<file path="config.mk">
export PLATFORM = sky130hd
export DESIGN_NAME = escaped_byte_decoder_core
export DESIGN_NICKNAME = d
export VERILOG_FILES = /design/src/hdl/ebd_pkg.sv /design/src/hdl/escaped_byte_decoder_core.sv
export SDC_FILE = /design/constraint.sdc
export NUM_CORES = 1
export LEC_CHECK = 0
export BUFFER_PORTS_ARGS = -buffer_cell sky130_fd_sc_hd__buf_2
export CAP_MARGIN = 20
export CORE_MARGIN = 10
export CORE_UTILIZATION = 40
export DETAILED_ROUTE_END_ITERATION = 7
export GPL_TIMING_DRIVEN = 1
export SLEW_MARGIN = 20
export SYNTH_ARGS = -nofsm -noshare
export SYNTH_HDL_FRONTEND = slang
export SYNTH_SLANG_ARGS = --single-unit
</file>
<file path="constraint.sdc">
create_clock -name i_clk -period 4.2 [get_ports i_clk]
set_input_delay 0.21 -clock i_clk [delete_from_list [all_inputs] [get_ports i_clk]]
set_output_delay 0.21 -clock i_clk [all_outputs]
set_load 0.05 [all_outputs]
</file>
<file path="src/hdl/ebd_pkg.sv">
package ebd_pkg;

    typedef enum logic [3:0] {
        PH_IDLE      = 4'd0,
        PH_ESC       = 4'd1,
        PH_OCT       = 4'd2,
        PH_HEX1      = 4'd3,
        PH_HEX2      = 4'd4,
        PH_META_DASH = 4'd5,
        PH_META_CHAR = 4'd6,
        PH_CTRL_DASH = 4'd7,
        PH_CTRL_CHAR = 4'd8
    } t_phase;

    typedef enum logic [3:0] {
        ST_OK        = 4'd0,
        ST_NO_BSL    = 4'd1,
        ST_SHORT_ESC = 4'd2,
        ST_BAD_HEX   = 4'd3,
        ST_DUP_META  = 4'd4,
        ST_SHORT_MET = 4'd5,
        ST_SHORT_CTL = 4'd6,
        ST_DUP_CTRL  = 4'd7,
        ST_UNEXPECT  = 4'd8,
        ST_RANGE     = 4'd9
    } t_status;

    typedef struct packed {
        logic [7:0] data;
        t_status    status;
        logic       last;
    } t_result;

    localparam logic [7:0] CH_BSL  = 8'h5c;
    localparam logic [7:0] CH_DASH = 8'h2d;
    localparam logic [7:0] META_BIT  = 8'h80;
    localparam logic [7:0] CTRL_MASK = 8'h1f;
    localparam logic [8:0] CODE_MAX  = 9'h0ff;

endpackage

</file>
<file path="src/hdl/escaped_byte_decoder_core.sv">
// channel | valid      | stall       | payload
// in      | i_in_valid | o_in_stall  | i_in_byte, i_buffer_end
// out     | o_out_valid| i_out_stall | o_decoded_byte, o_status, o_run_last
//
// One input beat per cycle while o_in_stall is low; each beat is decoded in the cycle it is accepted
// and gives zero, one or two results, pushed into a four-entry result queue.
// Input is taken while the queue has room for two results.
// Reset (synchronous, active low) empties the queue and returns to idle.
module escaped_byte_decoder_core (
    input  logic       i_clk,
    input  logic       i_rst_n,
    input  logic       i_in_valid,
    output logic       o_in_stall,
    input  logic [7:0] i_in_byte,
    input  logic       i_buffer_end,
    output logic       o_out_valid,
    input  logic       i_out_stall,
    output logic [7:0] o_decoded_byte,
    output logic [3:0] o_status,
    output logic       o_run_last
);

    ebd_pkg::t_phase r_phase, n_phase;
    logic       r_meta, n_meta;
    logic       r_ctrl, n_ctrl;
    logic [8:0] r_acc, n_acc;
    logic [1:0] r_cnt, n_cnt;

    ebd_pkg::t_result r_q [4];
    logic [1:0] r_wr_ptr, r_rd_ptr;
    logic [2:0] r_count;

    ebd_pkg::t_result res0, res1;
    logic [1:0] res_n;

    logic       accept, pop;
    logic [7:0] b;
    logic       e;
    logic       is_bsl, is_oct, is_hex;
    logic [3:0] hex_v;
    logic [8:0] oct_acc;
    logic [1:0] oct_cnt;
    logic       oct_done;
    logic [8:0] hex_code;

    function automatic ebd_pkg::t_result fin(input logic [8:0] code, input logic meta,
                                             input logic ctrl);
        ebd_pkg::t_result r;
        logic [7:0] c;
        c = code[7:0];
        if (ctrl) c = c & ebd_pkg::CTRL_MASK;
        if (meta) c = c | ebd_pkg::META_BIT;
        r.data   = c;
        r.status = ebd_pkg::ST_OK;
        r.last   = 1'b0;
        if (code > ebd_pkg::CODE_MAX) begin
            r.data   = 8'h00;
            r.status = ebd_pkg::ST_RANGE;
        end
        return r;
    endfunction

    function automatic ebd_pkg::t_result fail(input ebd_pkg::t_status st);
        ebd_pkg::t_result r;
        r.data   = 8'h00;
        r.status = st;
        r.last   = 1'b0;
        return r;
    endfunction

    assign b      = i_in_byte;
    assign e      = i_buffer_end;
    assign is_bsl = (b == ebd_pkg::CH_BSL);
    assign is_oct = b inside {[8'h30:8'h37]};

    always_comb begin
        is_hex = 1'b1;
        hex_v  = 4'h0;
        if (b inside {[8'h30:8'h39]}) begin
            hex_v = b[3:0];
        end else if (b inside {[8'h61:8'h66], [8'h41:8'h46]}) begin
            hex_v = b[3:0] + 4'd9;
        end else begin
            is_hex = 1'b0;
        end
    end

    assign oct_acc  = {r_acc[5:0], b[2:0]};
    assign oct_cnt  = r_cnt + 2'd1;
    assign oct_done = (oct_cnt == 2'd3) || e;
    assign hex_code = {1'b0, r_acc[3:0], hex_v};

    assign o_in_stall = (r_count > 3'd2);
    assign accept     = i_in_valid && !o_in_stall;
    assign pop        = o_out_valid && !i_out_stall;

    // results of the current beat
    always_comb begin
        res0  = fail(ebd_pkg::ST_OK);
        res1  = fail(ebd_pkg::ST_OK);
        res_n = 2'd0;
        case (r_phase)
            ebd_pkg::PH_ESC: begin
                res_n = 2'd1;
                case (b)
                    8'h5c: res0 = fin(9'h05c, r_meta, r_ctrl);
                    8'h6e: res0 = fin(9'h00a, r_meta, r_ctrl);
                    8'h74: res0 = fin(9'h009, r_meta, r_ctrl);
                    8'h72: res0 = fin(9'h00d, r_meta, r_ctrl);
                    8'h66: res0 = fin(9'h00c, r_meta, r_ctrl);
                    8'h76: res0 = fin(9'h00b, r_meta, r_ctrl);
                    8'h61: res0 = fin(9'h007, r_meta, r_ctrl);
                    8'h65: res0 = fin(9'h01b, r_meta, r_ctrl);
                    8'h78: begin
                        res0  = fail(ebd_pkg::ST_BAD_HEX);
                        res_n = e ? 2'd1 : 2'd0;
                    end
                    8'h4d: begin
                        if (r_meta) begin
                            res0 = fail(ebd_pkg::ST_DUP_META);
                        end else begin
                            res0  = fail(ebd_pkg::ST_SHORT_MET);
                            res_n = e ? 2'd1 : 2'd0;
                        end
                    end
                    8'h43: begin
                        res0  = fail(ebd_pkg::ST_SHORT_CTL);
                        res_n = e ? 2'd1 : 2'd0;
                    end
                    8'h63: begin
                        if (r_ctrl) begin
                            res0 = fail(ebd_pkg::ST_DUP_CTRL);
                        end else begin
                            res0  = fail(ebd_pkg::ST_SHORT_CTL);
                            res_n = e ? 2'd1 : 2'd0;
                        end
                    end
                    default: begin
                        if (is_oct) begin
                            res0  = fin({6'd0, b[2:0]}, r_meta, r_ctrl);
                            res_n = e ? 2'd1 : 2'd0;
                        end else begin
                            res0 = fail(ebd_pkg::ST_UNEXPECT);
                        end
                    end
                endcase
            end
            ebd_pkg::PH_OCT, ebd_pkg::PH_HEX2: begin
                if (r_phase == ebd_pkg::PH_OCT && is_oct) begin
                    res0  = fin(oct_acc, r_meta, r_ctrl);
                    res_n = oct_done ? 2'd1 : 2'd0;
                end else if (r_phase == ebd_pkg::PH_HEX2 && is_hex) begin
                    res0  = fin(hex_code, r_meta, r_ctrl);
                    res_n = 2'd1;
                end else begin
                    // run ends; this byte should start the next escape, else ST_NO_BSL follows
                    res0  = fin(r_acc, r_meta, r_ctrl);
                    res_n = 2'd1;
                    if (!is_bsl) begin
                        res1  = fail(ebd_pkg::ST_NO_BSL);
                        res_n = 2'd2;
                    end else if (e) begin
                        res1  = fail(ebd_pkg::ST_SHORT_ESC);
                        res_n = 2'd2;
                    end
                end
            end
            ebd_pkg::PH_HEX1: begin
                if (!is_hex) begin
                    res0  = fail(ebd_pkg::ST_BAD_HEX);
                    res_n = 2'd1;
                end else if (e) begin
                    res0  = fin({5'd0, hex_v}, r_meta, r_ctrl);
                    res_n = 2'd1;
                end
            end
            ebd_pkg::PH_META_DASH: begin
                if (b != ebd_pkg::CH_DASH || e) begin
                    res0  = fail(ebd_pkg::ST_SHORT_MET);
                    res_n = 2'd1;
                end
            end
            ebd_pkg::PH_CTRL_DASH: begin
                res_n = 2'd1;
                if (b != ebd_pkg::CH_DASH) begin
                    res0 = fail(ebd_pkg::ST_SHORT_CTL);
                end else if (r_ctrl) begin
                    res0 = fail(ebd_pkg::ST_DUP_CTRL);
                end else if (e) begin
                    res0 = fail(ebd_pkg::ST_SHORT_CTL);
                end else begin
                    res_n = 2'd0;
                end
            end
            ebd_pkg::PH_META_CHAR, ebd_pkg::PH_CTRL_CHAR: begin
                res_n = 2'd1;
                if (b[7]) begin
                    res0 = fail((r_phase == ebd_pkg::PH_META_CHAR) ?
                                ebd_pkg::ST_SHORT_MET : ebd_pkg::ST_SHORT_CTL);
                end else if (is_bsl) begin
                    res0  = fail(ebd_pkg::ST_SHORT_ESC);
                    res_n = e ? 2'd1 : 2'd0;
                end else begin
                    res0 = fin({1'b0, b}, r_meta, r_ctrl);
                end
            end
            default: begin
                if (!is_bsl) begin
                    res0  = fail(ebd_pkg::ST_NO_BSL);
                    res_n = 2'd1;
                end else if (e) begin
                    res0  = fail(ebd_pkg::ST_SHORT_ESC);
                    res_n = 2'd1;
                end
            end
        endcase
        if (res_n == 2'd1) res0.last = 1'b1;
        res1.last = 1'b1;
    end

    // next decoder state
    always_comb begin
        n_phase = ebd_pkg::PH_IDLE;
        n_meta  = 1'b0;
        n_ctrl  = 1'b0;
        n_acc   = 9'd0;
        n_cnt   = 2'd0;
        case (r_phase)
            ebd_pkg::PH_ESC: begin
                case (b)
                    8'h78: begin
                        if (!e) begin
                            n_phase = ebd_pkg::PH_HEX1;
                            n_meta  = r_meta;
                            n_ctrl  = r_ctrl;
                        end
                    end
                    8'h4d: begin
                        if (!r_meta && !e) begin
                            n_phase = ebd_pkg::PH_META_DASH;
                            n_meta  = 1'b1;
                            n_ctrl  = r_ctrl;
                        end
                    end
                    8'h43: begin
                        if (!e) begin
                            n_phase = ebd_pkg::PH_CTRL_DASH;
                            n_meta  = r_meta;
                            n_ctrl  = r_ctrl;
                        end
                    end
                    8'h63: begin
                        if (!r_ctrl && !e) begin
                            n_phase = ebd_pkg::PH_CTRL_CHAR;
                            n_meta  = r_meta;
                            n_ctrl  = 1'b1;
                        end
                    end
                    default: begin
                        if (is_oct && !e) begin
                            n_phase = ebd_pkg::PH_OCT;
                            n_meta  = r_meta;
                            n_ctrl  = r_ctrl;
                            n_acc   = {6'd0, b[2:0]};
                            n_cnt   = 2'd1;
                        end
                    end
                endcase
            end
            ebd_pkg::PH_OCT, ebd_pkg::PH_HEX2: begin
                if (r_phase == ebd_pkg::PH_OCT && is_oct) begin
                    if (!oct_done) begin
                        n_phase = ebd_pkg::PH_OCT;
                        n_meta  = r_meta;
                        n_ctrl  = r_ctrl;
                        n_acc   = oct_acc;
                        n_cnt   = oct_cnt;
                    end
                end else if (!(r_phase == ebd_pkg::PH_HEX2 && is_hex)) begin
                    if (is_bsl && !e) n_phase = ebd_pkg::PH_ESC;
                end
            end
            ebd_pkg::PH_HEX1: begin
                if (is_hex && !e) begin
                    n_phase = ebd_pkg::PH_HEX2;
                    n_meta  = r_meta;
                    n_ctrl  = r_ctrl;
                    n_acc   = {5'd0, hex_v};
                    n_cnt   = 2'd1;
                end
            end
            ebd_pkg::PH_META_DASH: begin
                if (b == ebd_pkg::CH_DASH && !e) begin
                    n_phase = ebd_pkg::PH_META_CHAR;
                    n_meta  = r_meta;
                    n_ctrl  = r_ctrl;
                end
            end
            ebd_pkg::PH_CTRL_DASH: begin
                if (b == ebd_pkg::CH_DASH && !r_ctrl && !e) begin
                    n_phase = ebd_pkg::PH_CTRL_CHAR;
                    n_meta  = r_meta;
                    n_ctrl  = 1'b1;
                end
            end
            ebd_pkg::PH_META_CHAR, ebd_pkg::PH_CTRL_CHAR: begin
                if (!b[7] && is_bsl && !e) begin
                    n_phase = ebd_pkg::PH_ESC;
                    n_meta  = r_meta;
                    n_ctrl  = r_ctrl;
                end
            end
            default: begin
                if (is_bsl && !e) n_phase = ebd_pkg::PH_ESC;
            end
        endcase
    end

    always_ff @(posedge i_clk) begin
        if (!i_rst_n) begin
            r_phase <= ebd_pkg::PH_IDLE;
            r_meta  <= 1'b0;
            r_ctrl  <= 1'b0;
            r_acc   <= 9'd0;
            r_cnt   <= 2'd0;
        end else if (accept) begin
            r_phase <= n_phase;
            r_meta  <= n_meta;
            r_ctrl  <= n_ctrl;
            r_acc   <= n_acc;
            r_cnt   <= n_cnt;
        end
    end

    // result queue
    always_ff @(posedge i_clk) begin
        if (accept && res_n != 2'd0) r_q[r_wr_ptr] <= res0;
        if (accept && res_n == 2'd2) r_q[r_wr_ptr + 2'd1] <= res1;
    end

    always_ff @(posedge i_clk) begin
        if (!i_rst_n) begin
            r_wr_ptr <= 2'd0;
            r_rd_ptr <= 2'd0;
            r_count  <= 3'd0;
        end else begin
            if (accept) r_wr_ptr <= r_wr_ptr + res_n;
            if (pop) r_rd_ptr <= r_rd_ptr + 2'd1;
            r_count <= r_count + (accept ? {1'b0, res_n} : 3'd0) - {2'd0, pop};
        end
    end

    assign o_out_valid    = (r_count != 3'd0);
    assign o_decoded_byte = r_q[r_rd_ptr].data;
    assign o_status       = r_q[r_rd_ptr].status;
    assign o_run_last     = r_q[r_rd_ptr].last;

endmodule

</file>
==> Word-level counts from Yosys, hierarchy flattened <==
Memories as Yosys holds them, arrays and structs flattened. A register that Yosys moved wholly into a read port is not among the register bits.
Index checks and enable logic that the tools add are counted.
Widths: inputs -> output; s select.
{ "word_totals": {"elab_cells": 214, "mem_bits_rw": 52, "output_inout_bits": 15, "mem_count": 1, "latchBits": 0, "mem_bits_ro": 0, "in_bits": 13, "register_bits": 24} }
{ "mem_list": {"columns": ["memory", "words", "width", "read_ports", "rd_clocked_by_memory_dff", "write_ports", "line_no", "source"], "rows": [
  ["r_q", 4, 13, 1, 1, 2, "escaped_byte_decoder_core.sv:29", "ebd_pkg::t_result r_q [4];"]
]} }
{ "classes": {"mux": 115, "add_sub_neg": 7, "multipliers": 0, "n_div": 0, "n_eq_ne": 34, "order_cmp": 11, "shifts": 0, "n_bitwise": 0, "reduce_logical": 38} }
{ "ops": {"columns": ["cell", "count"], "rows": [
  ["$pmux 13 s12", 1],
  ["$mux 8", 18],
  ["$mux 13", 8],
  ["$eq 8x7->1 const B", 12],
  ["$pmux 13 s6", 1],
  ["$mux 4", 10],
  ["$mux 12", 3],
  ["$mux 1", 35],
  ["$mux 2", 16],
  ["$mux 3", 10],
  ["$pmux 9 s3", 1],
  ["$pmux 4 s6", 1],
  ["$logic_and 1x1->1", 20],
  ["$gt 9x8->1 const B", 2],
  ["$mux 9", 2],
  ["$eq 4x3->1 const B", 4],
  ["$ge 8x7->1 const B", 2],
  ["$le 8x6->1 const B", 2],
  ["$le 8x7->1 const B", 2],
  ["$pmux 4 s4", 1],
  ["$ne 3x3->1 const B", 4],
  ["$pmux 1 s6", 2],
  ["$pmux 2 s6", 1],
  ["$reduce_and 9->1", 1],
  ["other kinds (29)", 46]
]} }

==> Depth between registers and ports, before layout <==
Gate-level depths: netlist of run 1.
{ "logic_depth": {"ltp_word": 13, "mapped_depth": 18, "ltp_nobuf": 17} }

==> Least setup slack after synthesis of run 1 <==
No wires, ideal clock.
{ "synth_timing": {"path_kind": "in2reg", "start": "input port i_in_byte[3]", "end": "register r_count[2]", "t_arrival_ns": 3.308, "required_time_ns": 4.085, "cell_stages": 17, "setup_time_ns": 0.115, "setup_slack_ns": 0.777, "n_path_buf": 3, "cell_sequence": "clkbuf_1 inv_1 or4_1 clkbuf_1 a22oi_1 a311o_1 clkbuf_1 nor4bb_1 nand2b_1 ha_1 inv_1 ha_1 inv_1 fa_1 xor2_1 xnor2_1 and2_1"} }
{ "synth_via": {"elab_chain_cells": 12, "word_cells_on_any_way": 46, "cone_classes": "add/sub (2); order compare (7); eq/ne (13); mux (14); reduce/logical (10)"} }
{ "synth_lines": {"columns": ["item", "line_no", "source"], "rows": [
  ["from (decl)", "escaped_byte_decoder_core.sv:14", "input logic [7:0] i_in_byte,"],
  ["$ge 8x7->1 or $le 8x7->1 (tied branches)", "escaped_byte_decoder_core.sv:81", "end else if (b inside {[8'h61:8'h66], [8'h41:8'h46]}) begin"],
  ["$logic_and 1x1->1", "escaped_byte_decoder_core.sv:81", null],
  ["$reduce_bool 2->1", "escaped_byte_decoder_core.sv:81", null],
  ["$mux 1", "escaped_byte_decoder_core.sv:81", null],
  ["$mux 1", "escaped_byte_decoder_core.sv:79", "if (b inside {[8'h30:8'h39]}) begin"],
  ["$logic_and 1x1->1", "escaped_byte_decoder_core.sv:152", "end else if (r_phase == ebd_pkg::PH_HEX2 && is_hex) begin"],
  ["$mux 2", "escaped_byte_decoder_core.sv:152", null],
  ["$mux 2", "escaped_byte_decoder_core.sv:149", "if (r_phase == ebd_pkg::PH_OCT && is_oct) begin"],
  ["$pmux 2 s6 (*)", "escaped_byte_decoder_core.sv:102", "case (r_phase)"],
  ["$mux 2 (*)", "escaped_byte_decoder_core.sv:349", "r_count <= r_count + (accept ? {1'b0, res_n} : 3'd0) - {2'd0, pop};"],
  ["$add 3x2->3 (*)", "escaped_byte_decoder_core.sv:349", null],
  ["$sub 3x1->3 (*)", "escaped_byte_decoder_core.sv:349", null],
  ["to (signal assigned)", "escaped_byte_decoder_core.sv:349", null],
  ["to (decl)", "escaped_byte_decoder_core.sv:31", "logic [2:0] r_count;"]
]} }
Mark *: on every way between the ends. The rest lies on a longest branch, timed or not.
A chain may end at the register's enable or synchronous reset.

==> Final worst setup path of run 1 <==
{ "layout_timing": {"start": "register r_phase[1]", "end": "register r_count[2]"} }
{ "layout_via": {"elab_chain_cells": 8, "word_cells_on_any_way": 18, "cone_classes": "add/sub (2); eq/ne (8); mux (4); reduce/logical (4)"} }
{ "layout_lines": {"columns": ["item", "line_no", "source"], "rows": [
  ["from (decl)", "escaped_byte_decoder_core.sv:23", "ebd_pkg::t_phase r_phase, n_phase;"],
  ["from (signal assigned)", "escaped_byte_decoder_core.sv:321", "r_phase <= ebd_pkg::PH_IDLE;"],
  ["from (signal assigned)", "escaped_byte_decoder_core.sv:327", "r_phase <= n_phase;"],
  ["$eq 4x3->1", "escaped_byte_decoder_core.sv:102, escaped_byte_decoder_core.sv:152", null],
  ["$logic_and 1x1->1", "escaped_byte_decoder_core.sv:152", null],
  ["$mux 2", "escaped_byte_decoder_core.sv:152", null],
  ["$mux 2", "escaped_byte_decoder_core.sv:149", null],
  ["$pmux 2 s6 (*)", "escaped_byte_decoder_core.sv:102", null],
  ["$mux 2 (*)", "escaped_byte_decoder_core.sv:349", null],
  ["$add 3x2->3 (*)", "escaped_byte_decoder_core.sv:349", null],
  ["$sub 3x1->3 (*)", "escaped_byte_decoder_core.sv:349", null]
]} }
Marked as above.

==> results of run 1 <==
-- sequential cells by signal, indices dropped and copies added (netlist names), named ones only --
name and cells:
r_rd_ptr 2, r_ctrl 1, r_count 3, r_cnt 2
r_q 52, r_phase 4, r_acc 9, r_wr_ptr 2
r_meta 1
-- final cells by class --
type | instances | area share
Sequential cell | 78 | 0.301
Inverter | 14 | 0.00964
Clock buffer | 10 | 0.0420
Multi-Input combinational cell | 461 | 0.548
Clock inverter | 6 | 0.0129
Timing Repair Buffer | 47 | 0.0523
Tap cell | 147 | 0.0337
-- kinds of logic (layout without fill, tap and decap cells) --
logic type | after synthesis | count (layout) | synth area share
flops | 78 | 78 | 0.337
buf+inv | 55 | 77 | 0.0499
compound gates | 146 | 146 | 0.207
mux | 16 | 16 | 0.0663
fa+ha+maj | 11 | 11 | 0.0298
xor+xnor | 8 | 8 | 0.0144
simple gates | 280 | 280 | 0.295
-- final timing paths --
path                                  from         end  slack, ns  depth (start not counted)
worst max-delay path            r_phase[1]  r_count[2]       0.53                         15
worst min-delay path               i_rst_n    r_acc[2]       0.32                          2
worst max register to register  r_phase[1]  r_count[2]       0.53                         15
worst min register to register  r_q[1][11]  r_q[1][11]       0.46                          2
-- layout by cell type, fill, tap and decap left out, types with 11 or more instances in the layout --
cell	Yosys	layout
inv_1	14	14
a22oi_1	12	12
mux4_2	13	13
a21boi_0	11	11
o21ai_0	23	23
dfxtp_1	70	70
nand2_1	52	52
nor2_1	82	82
a211oi_1	14	14
nand3_1	15	15
buf_2	5	27
o22ai_1	11	11
a21oi_1	25	25
buf_4	8	20
nor3_1	43	43
nor2b_1	18	18
and2_1	12	12
-- power groups by stage --
stage | clock (mW) | combinational (mW) | sequential (mW)
6_report | 0.784 | 1.34 | 1.12
5_1_grt | 0.834 | 1.46 | 1.16
4_1_cts | 0.803 | 1.35 | 1.13
3_5_place_dp | 0 | 1.34 | 1.14
3_3_place_gp | 0 | 1.32 | 1.13
2_1_floorplan | 0 | 1.11 | 1.07
-- per-stage QoR --
stage / hold slack [ns] / power [mW] / worst slack [ns] / instances / cell area [um^2]
after floorplan: 0.348 / 2.17 / 0.777 / 594 / 4870
after global placement: 0.435 / 2.45 / 0.356 / 747 / 5150
after detailed placement: 0.446 / 2.49 / 0.233 / 747 / 5150
after CTS: 0.325 / 3.28 / 0.576 / 763 / 5450
after global routing: 0.355 / 3.45 / 0.238 / 763 / 5450
final: 0.319 / 3.25 / 0.526 / 763 / 5450
-- per-layer routing --
metal	vias up	part of all wire	global-route usage	wire, um
li1	2224	-	-	-
met1	2192	0.46	0.233	6780
met2	173	0.46	0.286	6900
met3	33	0.057	0.0337	850
met4	0	0.024	0.0754	355
met5	-	0	0	0
==> metrics.cfg, run 1 <==
[run_status]
status = finished, final reports clean

[logic_synthesis]
synth_edf_count = 8
synth_cell_type_count = 69
seq_area_frac_synth = 0.337
synth-seq-cells = 78
yosys_warnings = 0
syn_area_mm2 = 0.00487
async_reset_ff_frac = 0
avgSynthCellArea_um2 = 8.19
yosysMostFrequentCell = nor2_1
synth_area_leaders = dfxtp_1 29%, nor2_1 6.3%, mux4_2 6.0%
synth_ff_type = dfxtp_1
synth_nets = 618
synth_top_area_frac = 0.288
yosys-top-cells-count = 82 x nor2_1, 70 x dfxtp_1, 52 x nand2_1
syn_inst = 594
synth_top_area_cell = dfxtp_1

[layout]
multiInputGateArea_mm2 = 0.00299
layout-drive-gt1-share = 0.135
fin_nets = 635
regArea_mm2 = 0.00164
diodes = 0
fillers = 1209
layout.core_utilization = 0.456
area_growth_pct = 12.0

[detailed_routing]
wl_per_cell_um = 19.5
drtPass1Iterations = 5
via_count = 4622
drc = 0
antenna_left = 0
drt-total-wl_mm = 14.9
drtIter0Drc = 552
vias_per_cell = 6.06

[die]
core_area_mm2 = 0.0120
fp.dieH_um = 130
io_pins = 28
rows = 40
initial_utilization = 0.407
die_area_mm2 = 0.0170
die_w_um = 130

[sta]
setup-tns-final_ns = 0
fin_crit_ns = 3.67
final-setup-viol-count = 0
skew_ns = 0.00809
max_freq_mhz = 272
tightestPinTransition_ns = 0.945
drv_slew = 0
period_share = 0.875
grt_setup_unrepaired = false
relSlewSlack = 0.361
hold_viol_final = 0

[setup_path]
worstPathRequired_ns = 4.44
end_kind = flip-flop
cp_num_buf_inv = 2
crit_fanout = 18
path_class = reg2reg
cp_data_arrival_time_ns = 3.91
critPathSlowestCell = dfxtp_1
crit_path_start_kind = flip-flop
cpPeakStageDelay_ns = 0.69
path_cells = or4b_1, or3_1, a21boi_0, nand2_1, nand2_1, nor4bb_1, nand2b_1, ha_1, inv_1, ha_1, inv_1, fa_1, xor2_1, xnor2_1, and2_1
crit_family = simple AND/OR/NAND/NOR gates

[placement]
dp_hpwl_mm = 10.9
buffer_ports.inserted = 27
place_congestion = 0.970

[global_route]
grt_pass1_wl_mm = 23.9
grt_pass1_vias = 4504
overflow = 0
grtUsageTotal = 0.180
grt_max_degree = 26
antenna_found_initial = 0

[clocking]
cts_tree = yes
cts_made_buffers = 9
cts-resized-gates = 0
cts_htree_levels = 3
clockRootBuffer = clkbuf_16
cts.clk_slew.worst_paths_ns = 0.06
cts.sinks = 78
worstSkewPairLatency_ns = 0.35
clk_path_buf_depth = 2
holdBufCountCts = 0
postCtsSetupBuffers = 0

[power_and_ir_drop]
p_int_mw = 1.93
swShare = 0.404
power.share.clock = 0.242
p_leak_nw = 1.97
pwr_density_cell_mw_per_mm2 = 595
p_comb_frac = 0.412
netSwitchingPower_mw = 1.31
seq_power_share = 0.346
vdd_drop_max_uv = 232

[min_path]
hold_path.class = in2reg

[job]
max_cap_violations = 0

Power figures use the tool's default switching activity.
==> inputs of run 2 (changes only) <==
CORE_ASPECT_RATIO = 0.7   (was default)
CTS_BUF_LIST = sky130_fd_sc_hd__clkbuf_2 sky130_fd_sc_hd__clkbuf_4 sky130_fd_sc_hd__clkbuf_8   (was default)
==> metrics.cfg, run 2 (synthesized netlist as in run 1, its figures left out) <==
[die]
die_area_mm2 = 0.0171  ; was 0.0170 mm^2
core_area_mm2 = 0.0118  ; was 0.0120 mm^2
fp.dieH_um = 112  ; was 130 um
die_w_um = 152  ; was 130 um
rows = 33  ; was 40
initial_utilization = 0.412  ; was 0.407
io_pins = 28  ; unchanged

[setup_path]
crit_path_start_kind = flip-flop  ; unchanged
end_kind = flip-flop  ; unchanged
cpPeakStageDelay_ns = 0.64  ; was 0.69 ns
r2r_slack_ns = 0.55  ; was 0.53 ns
path_class = reg2reg  ; unchanged
cp_data_arrival_time_ns = 3.91  ; about the same
path_cells = nor4b_1, a21oi_1, a22oi_1, nor4bb_1, nand2b_1, ha_1, inv_1, ha_1, inv_1, fa_1, xor2_1, xnor2_1, and2_1  ; was or4b_1, or3_1, a21boi_0, nand2_1, nand2_1, nor4bb_1, nand2b_1, ha_1, inv_1, ha_1, inv_1, fa_1, xor2_1, xnor2_1, and2_1
cp_num_buf_inv = 2  ; unchanged
crit-reg2reg-launch = r_phase[3]  ; was r_phase[1]
crit_family = simple AND/OR/NAND/NOR gates  ; unchanged
crit_fanout = 15  ; was 18
r2r_end = r_count[2]  ; unchanged
worstPathRequired_ns = 4.46  ; was 4.44 ns
critPathSlowestCell = dfxtp_1  ; unchanged
reg2regPathDepth = 13  ; was 15

[layout]
layout-drive-gt1-share = 0.131  ; was 0.135
largest_reg_flops = 52  ; unchanged
area_growth_pct = 9.97  ; was 12.0%
fin_nets = 635  ; unchanged
layout_common_cells = 82 x nor2_1, 70 x dfxtp_1, 52 x nand2_1  ; unchanged
max_flop_register = r_q  ; unchanged
layout.cells.most_common = nor2_1  ; unchanged
top_regs = r_q (52), r_acc (9), r_phase (4)  ; unchanged
diodes = 0  ; unchanged

[sta]
final-setup-viol-count = 0  ; unchanged
period_share = 0.869  ; was 0.875
drv_slew = 0  ; unchanged
fin_hold_ws_ns = 0.296  ; was 0.319 ns
grt_setup_unrepaired = false  ; unchanged
setup-tns-final_ns = 0  ; unchanged
tightestPinTransition_ns = 0.939  ; was 0.945 ns
hold_viol_final = 0  ; unchanged
relSlewSlack = 0.372  ; was 0.361
fin_crit_ns = 3.65  ; was 3.67 ns
max_freq_mhz = 274  ; was 272 MHz
skew_ns = 0.0157  ; was 0.00809 ns

[global_route]
antenna_found_initial = 0  ; unchanged
grt_pass1_vias = 4536  ; was 4504
grt_max_degree = 26  ; unchanged
grt_pass1_wl_mm = 25.0  ; was 23.9 mm
overflow = 0  ; unchanged
grtUsageTotal = 0.177  ; was 0.180

[placement]
buffer_ports.inserted = 27  ; unchanged
dp_hpwl_mm = 11.5  ; was 10.9 mm
place_congestion = 0.982  ; was 0.970

[detailed_routing]
antenna_left = 0  ; unchanged
drt-total-wl_mm = 15.3  ; was 14.9 mm
drc = 0  ; unchanged
wl_per_cell_um = 19.8  ; was 19.5 um
via_count = 4654  ; was 4622
drtIter0Drc = 463  ; was 552
vias_per_cell = 6.02  ; was 6.06
drtPass1Iterations = 5  ; unchanged

[clocking]
cts.sinks = 78  ; unchanged
holdBufCountCts = 0  ; unchanged
cts.clk_slew.worst_paths_ns = 0.09  ; was 0.06 ns
postCtsSetupBuffers = 0  ; unchanged
cts_made_buffers = 9  ; unchanged
worstSkewPairLatency_ns = 0.36  ; was 0.35 ns
clockRootBuffer = clkbuf_8  ; was clkbuf_16
cts-resized-gates = 0  ; unchanged
cts_htree_levels = 3  ; unchanged
clk_path_buf_depth = 2  ; unchanged
cts_tree = yes  ; unchanged

[power_and_ir_drop]
seq_power_share = 0.373  ; was 0.346
netSwitchingPower_mw = 1.29  ; was 1.31 mW
swShare = 0.426  ; was 0.404
pwr_density_cell_mw_per_mm2 = 567  ; was 595 mW/mm^2
power.share.clock = 0.180  ; was 0.242
p_leak_nw = 1.92  ; was 1.97 nW
p_comb_frac = 0.447  ; was 0.412
vdd_drop_max_uv = 332  ; was 232 uV
p_int_mw = 1.74  ; was 1.93 mW

[min_path]
hp-start = i_rst_n  ; unchanged
hold_path.class = in2reg  ; unchanged
hold-path-endpoint = r_phase[0]  ; was r_acc[2]
holdPathStages = 3  ; was 2

[job]
max_cap_violations = 0  ; unchanged

[run_status]
status = finished, final reports clean  ; unchanged

## run 2: changes by cell type in the layout (fill, tap and decap cells not counted), sizes merged
| cell | delta |
|---|---|
| inv | -1 |
| clkbuf | -1 |
| clkinv | +2 |
## run 2: worst max path at each step
stage | cells after the start | from | endpoint | slack (ns)
finish | 13 | r_phase[3] | r_count[2] | 0.55
global route | 13 | r_phase[3] | r_count[2] | 0.30
CTS | 13 | r_phase[3] | r_count[2] | 0.59
detailed placement | 17 | i_in_byte[0] | r_count[2] | 0.31
global placement | 17 | i_in_byte[0] | r_count[2] | 0.40
floorplan | 17 | i_in_byte[3] | r_count[2] | 0.78
## run 2: cell type report
type                    instances  area [um^2]
clock buffers                   9          124
flip-flops and latches         78         1640
well taps                     157          196
repair buffers                 47          285
multi-input cells             461         2990
clock inverters                 7         63.8
inverters                      14         52.6
fillers                      1193         6460
## run 2: per-layer routing
metal | global-route usage | wire (um)
met3 | 0.0408 | 1280
met1 | 0.261 | 7480
met2 | 0.252 | 6390
met4 | 0.0441 | 159
met5 | 0 | 0
## run 2: metrics by stage
| stage | power (mW) | utilization | setup slack (ns) | area (um^2) | std cells |
|---|---|---|---|---|---|
| finish | 3.03 | 0.453 | 0.551 | 5350 | 773 |
| global route | 3.24 | 0.453 | 0.300 | 5350 | 773 |
| CTS | 3.05 | 0.453 | 0.590 | 5350 | 773 |
| detailed placement | 2.50 | 0.437 | 0.309 | 5160 | 757 |
| global placement | 2.47 | 0.437 | 0.402 | 5160 | 757 |
| floorplan | 2.17 | - | 0.777 | 4870 | 594 |
## run 2: worst min-delay path: cells and delay by family
family,cells,cell delay [ns]
buffers and inverters,1,0.23
AOI/OAI and AO/OA,2,0.16
## run 2: power by group through the flow
stage / Clock [mW] / Sequential [mW] / Combinational (mW)
6_report: 0.547 / 1.13 / 1.36
5_1_grt: 0.597 / 1.16 / 1.48
4_1_cts: 0.561 / 1.13 / 1.36
3_5_place_dp: 0 / 1.14 / 1.35
3_3_place_gp: 0 / 1.13 / 1.33
2_1_floorplan: 0 / 1.07 / 1.11
